## src/design/tcw_pkg.sv

```systemverilog
// Shared types and constants of the text console character writer.
`default_nettype none
package tcw_pkg;

  // Cell and field widths.
  localparam int unsigned CELL_W     = 16;
  localparam int unsigned ATTR_W     = 8;
  localparam int unsigned CHAR_W     = 8;
  localparam int unsigned MODE_W     = 2;
  localparam int unsigned IDX_W      = 11;
  localparam int unsigned CUR_COL_W  = 7;
  localparam int unsigned CUR_ROW_W  = 5;

  // Configuration port.
  localparam int unsigned PADDR_W    = 3;
  localparam int unsigned PDATA_W    = 32;
  localparam logic        REG_BLANK_ATTR = 1'b0;

  // Modes.
  localparam logic [MODE_W-1:0] MODE_WRITE = 2'd0;
  localparam logic [MODE_W-1:0] MODE_CLEAR = 2'd1;
  localparam logic [MODE_W-1:0] MODE_READ  = 2'd2;

  // Character codes.
  localparam logic [CHAR_W-1:0] CHAR_NUL   = 8'h00;
  localparam logic [CHAR_W-1:0] CHAR_BS    = 8'h08;
  localparam logic [CHAR_W-1:0] CHAR_TAB   = 8'h09;
  localparam logic [CHAR_W-1:0] CHAR_LF    = 8'h0A;
  localparam logic [CHAR_W-1:0] CHAR_CR    = 8'h0D;
  localparam logic [CHAR_W-1:0] CHAR_SPACE = 8'h20;

  // Reset values.
  localparam logic [ATTR_W-1:0] ATTR_RESET  = 8'h07;
  localparam logic [CELL_W-1:0] BLANK_RESET = 16'h0720;

  typedef struct packed {
    logic [MODE_W-1:0] mode;
    logic [CHAR_W-1:0] char_code;
    logic [IDX_W-1:0]  cell_index;
  } in_item_t;

  typedef struct packed {
    logic [CUR_COL_W-1:0] cursor_col;
    logic [CUR_ROW_W-1:0] cursor_row;
    logic [CELL_W-1:0]    cell_value;
  } out_item_t;

  typedef enum logic [3:0] {
    ST_INIT,
    ST_IDLE,
    ST_PUT_RD,
    ST_PUT_WR,
    ST_LINE,
    ST_SCROLL,
    ST_FILL,
    ST_CLEAR,
    ST_BS,
    ST_READ,
    ST_FINISH
  } ctrl_state_e;

endpackage
`default_nettype wire

```

## src/design/tcw_cfg.sv

```systemverilog
// APB register block holding the blank attribute.
`default_nettype none
module tcw_cfg (
  input  wire logic                         clk_i,
  input  wire logic                         rst_ni,
  input  wire logic                         psel,
  input  wire logic                         penable,
  input  wire logic                         pwrite,
  input  wire logic [tcw_pkg::PADDR_W-1:0]  paddr,
  input  wire logic [tcw_pkg::PDATA_W-1:0]  pwdata,
  output logic      [tcw_pkg::PDATA_W-1:0]  prdata,
  output logic                              pready,
  output logic      [tcw_pkg::ATTR_W-1:0]   blank_attr_o
);

  logic [tcw_pkg::ATTR_W-1:0] attr_q, attr_d;
  logic                       hit;

  // Register index is the word address; only one register exists.
  assign hit = (paddr[2] == tcw_pkg::REG_BLANK_ATTR);

  always_comb begin
    attr_d = attr_q;
    if (psel && penable && pwrite && hit) begin
      attr_d = pwdata[tcw_pkg::ATTR_W-1:0];
    end
  end

  always_ff @(posedge clk_i or negedge rst_ni) begin
    if (!rst_ni) begin
      attr_q <= tcw_pkg::ATTR_RESET;
    end else begin
      attr_q <= attr_d;
    end
  end

  assign prdata       = hit ? tcw_pkg::PDATA_W'(attr_q) : '0;
  assign pready       = 1'b1;
  assign blank_attr_o = attr_q;

endmodule
`default_nettype wire

```

## config.mk

```make
export PLATFORM = sky130hd
export DESIGN_NAME = tcw_cfg
export DESIGN_NICKNAME = d
export VERILOG_FILES = /design/src/design/tcw_pkg.sv /design/src/design/tcw_cfg.sv
export SDC_FILE = /design/constraint.sdc
export NUM_CORES = 1
export LEC_CHECK = 0
export ABC_AREA = 1
export BUFFER_PORTS_ARGS = -buffer_cell sky130_fd_sc_hd__buf_4
export CORE_AREA = 8 8 53 55
export CTS_CLUSTER_SIZE = 20
export DETAILED_ROUTE_END_ITERATION = 7
export DIE_AREA = 0 0 61 63
export PLACE_DENSITY_LB_ADDON = 0.15
export SLEW_MARGIN = 20
export SYNTH_ARGS = -nofsm -noshare
export SYNTH_HDL_FRONTEND = slang
export SYNTH_SLANG_ARGS = --single-unit
export TNS_END_PERCENT = 50
```

## constraint.sdc

```tcl
create_clock -name clk_i -period 1.37 [get_ports clk_i]
set_input_delay 0.137 -clock clk_i [delete_from_list [all_inputs] [get_ports clk_i]]
set_output_delay 0.137 -clock clk_i [all_outputs]
set_load 0.01 [all_outputs]
```

Yosys cells after proc, flatten, opt, wreduce, memory -nomap -nowiden

Cells that the tools add are included.

Muxes and demuxes: 1
Bitwise operators: 1
Reduce and logical (&&, ||, !) cells: 3

Operators by type and width:

| cell                | number |
|---|---|
| $mux W8             | 1 |
| $logic_and A1 B1 Y1 | 3 |
| $not A1 Y1          | 1 |

Register bits: 8
Input port bits: 40
Output and inout port bits: 41
Word-level logic and storage cells: 6

Logic depth before layout (Yosys ltp)

Word-level depth: 3
Mapped depth: 5
Gate-level depth less buffers: 5

Worst setup path before layout

Ideal clock, no wire load.

Path kind: reg-to-output
Start: register attr_q (netlist bit blank_attr_o[0])
End: output port prdata[0] in the netlist's numbering
Arrival time: 743 ps
Setup slack: 490 ps
Cell stages (with the launch flop): 3
Cells stage by stage: dfstp_2 > inv_1 > nor2_1

Cells in the longest elaborated chain, start to end: 1

Ends and longest elaborated chain:

| item                     | line          | source |
|---|---|---|
| start: declaration       | tcw_cfg.sv:16 | `logic [tcw_pkg::ATTR_W-1:0] attr_q, attr_d;` |
| start signal: assignment | tcw_cfg.sv:31 | `attr_q <= tcw_pkg::ATTR_RESET;` |
| start signal: assignment | tcw_cfg.sv:33 | `attr_q <= attr_d;` |
| $mux W8                  | tcw_cfg.sv:37 | `assign prdata = hit ? tcw_pkg::PDATA_W'(attr_q) : '0;` |
| end: declaration         | tcw_cfg.sv:11 | `output logic [tcw_pkg::PDATA_W-1:0] prdata,` |

No other way between the ends.

Final worst setup path

Ends and elaborated chain as after synthesis.

==> results.sh <==
export IMPL_skew_ns=0
export IMPL_ir_drop_mv=0.6017
export IMPL_crit_path_end_kind="output port"
export IMPL_power_density_nw_per_um2=1055
export IMPL_synthesis_area_um2=613.1
export IMPL_syn_inst=81
export IMPL_post_cts_resized=0
export IMPL_cts_root_buf="clkbuf_4"
export IMPL_dieHeight_um=63
export IMPL_finalMaxSlewViolations=0
export IMPL_antenna_found_initial=0
export IMPL_clock_fmax_mhz=847.7
export IMPL_rsz0062_at_grt="no"
export IMPL_critPathKind="register to output port"
export IMPL_rows=17
export IMPL_post_drt_via_cell_ratio=3.550
export IMPL_ys_seq_area_share_pct=33.27
export IMPL_crit_chain="inv_1 > nor2_1 > buf_4"
export IMPL_ys_seq_elements=8
export IMPL_ant_nets=0
export IMPL_fin_tns_setup_ns=0
export IMPL_yosysWarnings=0
export IMPL_core_area_um2=2063
export IMPL_place_inst=135
export IMPL_setup_viol=0
export IMPL_drcViolationCount=0
export IMPL_cts_buffers=3
export IMPL_dr_pass1_iters=4
export IMPL_grt_overflow_total=0
export IMPL_drtIter0Drc=10
export IMPL_die_area_um2=3843
export IMPL_post_drt_wl_per_cell_um=10.81
export IMPL_largest_reg_flops=8
export IMPL_grt_first_pass_wirelength_um=2159
export IMPL_cts_tree="yes"
export IMPL_pre_cts_slack_ns=0.4555
export IMPL_status="finished, final reports clean"
export IMPL_rr_worst_depth=2
export IMPL_wl_um=1513
export IMPL_crit_family="flip-flops"
export IMPL_area_delta_synth_final_pct=28.78
export IMPL_required_ns=1.23
export IMPL_finalCritPeriodShare_pct=86.11
export IMPL_io_pins=81
export IMPL_cp_start_kind="register"
export IMPL_fill_cells=235
export IMPL_cap_violations=0
export IMPL_cp_slowest_stage_delay_ns=0.54
export IMPL_syn_area_per_cell_um2=7.569
export IMPL_clk_pin_slew_ns=0.06
export IMPL_hold_viol_final=0
export IMPL_initial_core_util_pct=29.71
export IMPL_nets=153
export IMPL_slowest_stage="dfstp_2"
export IMPL_placed_cell_area_um2=753.2
export IMPL_timing_final_ws_setup_ns=0.1903
export IMPL_postCtsSetupBuffers=0
export IMPL_p_leak_nw=0.4861
export IMPL_vias=497
export IMPL_cts_buffer_depth=2
export IMPL_final_cells=140
export IMPL_cp_depth=3
export IMPL_cts_sinks=8
export IMPL_final_area_um2=789.5
export IMPL_n_antenna_cell=0
export IMPL_arrival_ns=1.04
export IMPL_die_x_um=61
export IMPL_layout_drive_gt1_share_pct=33.93
export IMPL_place_hpwl_um=1225
export IMPL_holdWs_ns=0.09844
export IMPL_grt_max_degree=10
export IMPL_htree_levels=1
export IMPL_path_buf_inv=2
export IMPL_grt_use_total_pct=7.471
export IMPL_hp_class="input pin to register"
export IMPL_clk_latency_ns=0.26
export IMPL_ys_types=12
export IMPL_place_congestion=0.6645
export IMPL_min_delay_path_depth=3
export IMPL_timing_final_crit_period_ns=1.180
export IMPL_grt_pass1_vias=458
export IMPL_portBuffers=29
export IMPL_cp_max_fo=3
[per-stage QoR]
| step | power, mW | utilization [%] |
|---|---|---|
| after floorplan | 0.5280 | - |
| after global placement | 0.6333 | 36.51 |
| after detailed placement | 0.6362 | 36.51 |
| after CTS | 0.8443 | 38.27 |
| after global routing | 0.8886 | 38.27 |
| final | 0.8330 | 38.27 |
[where the power goes]
group | total [mW] | leakage (nW) | internal, mW | switching (mW)
combinational | 0.302 | 0.377 | 0.141 | 0.160
sequential | 0.328 | 0.0943 | 0.293 | 0.0344
clock | 0.204 | 0.0150 | 0.112 | 0.0914
total | 0.833 | 0.486 | 0.547 | 0.286
[logic make-up (layout without fill, tap and decap cells)]
family,after synthesis,after routing,synth area share (%)
DFF,8,8,33.27
and+or+nand+nor,35,35,26.94
other,2,25,1.225
buffers and inverters,36,44,38.57
[per-layer routing]
metal  vias up  GRT usage (%)  part of all wire, %
met5         -              0                    0
met4         0          6.997                  1.8
met3         2          2.675                   11
met2        29          11.11                   49
met1       213          7.719                   38
li1        253              -                    -
[Yosys cell counts]
master,number,area share (%)
conb_1,2,1.2
nor2_8,1,3.3
nand2_4,1,1.8
buf_4,25,31
nand3_1,8,6.5
inv_1,9,5.5
nand2_1,17,10
inv_2,1,0.61
buf_6,1,1.8
dfstp_2,3,13
dfrtp_1,5,20
nor2_1,8,4.9
[layout by cell type (no fill, tap or decap)]
| cell | netlist | routed |
|---|---|---|
| clkbuf_1 | 0 | 1 |
| clkbuf_4 | 0 | 3 |
| buf_4 | 25 | 29 |
| dfrtp_1 | 5 | 5 |
| dfstp_2 | 3 | 3 |
| conb_1 | 2 | 25 |
| nand2_1 | 17 | 17 |
| nor2_8 | 1 | 1 |
| nand2_4 | 1 | 1 |
| inv_2 | 1 | 1 |
| nand3_1 | 8 | 8 |
| dlygate4sd3_1 | 0 | 1 |
| nor2_1 | 8 | 8 |
| inv_1 | 9 | 9 |
[final timing paths]
path	startpoint	endpoint	slack, ns
setup / recovery	blank_attr_o[0]	prdata[0]	0.19
hold reg to reg	blank_attr_o[2]	blank_attr_o[2]	0.47
min in group asynchronous	rst_ni	blank_attr_o[7]	0.23
hold / removal	pwdata[2]	blank_attr_o[2]	0.1
max in group asynchronous	rst_ni	blank_attr_o[2]	0.93
setup reg to reg	blank_attr_o[1]	blank_attr_o[1]	0.66
[timing repair]
item                       4_1_cts  5_1_grt
hold buffers                     1        0
setup endpoints to repair        0        0
hold endpoints to repair         8        0
[worst reg2reg max path, delay by kind of cell (launching register included)]
kind,cells,cell delay (ns)
flops,1,0.54
simple gates,2,0.11
[cell type report]
cell class | count | area, um^2 | share of cell area, %
Inverter | 10 | 37.54 | 4.754
Clock buffer | 4 | 26.28 | 3.328
Timing Repair Buffer | 30 | 227.7 | 28.84
Sequential cell | 8 | 203.9 | 25.83
Multi-Input combinational cell | 60 | 259.0 | 32.81
Tap cell | 28 | 35.03 | 4.437
No activity file was read; power rests on OpenSTA's default activity.
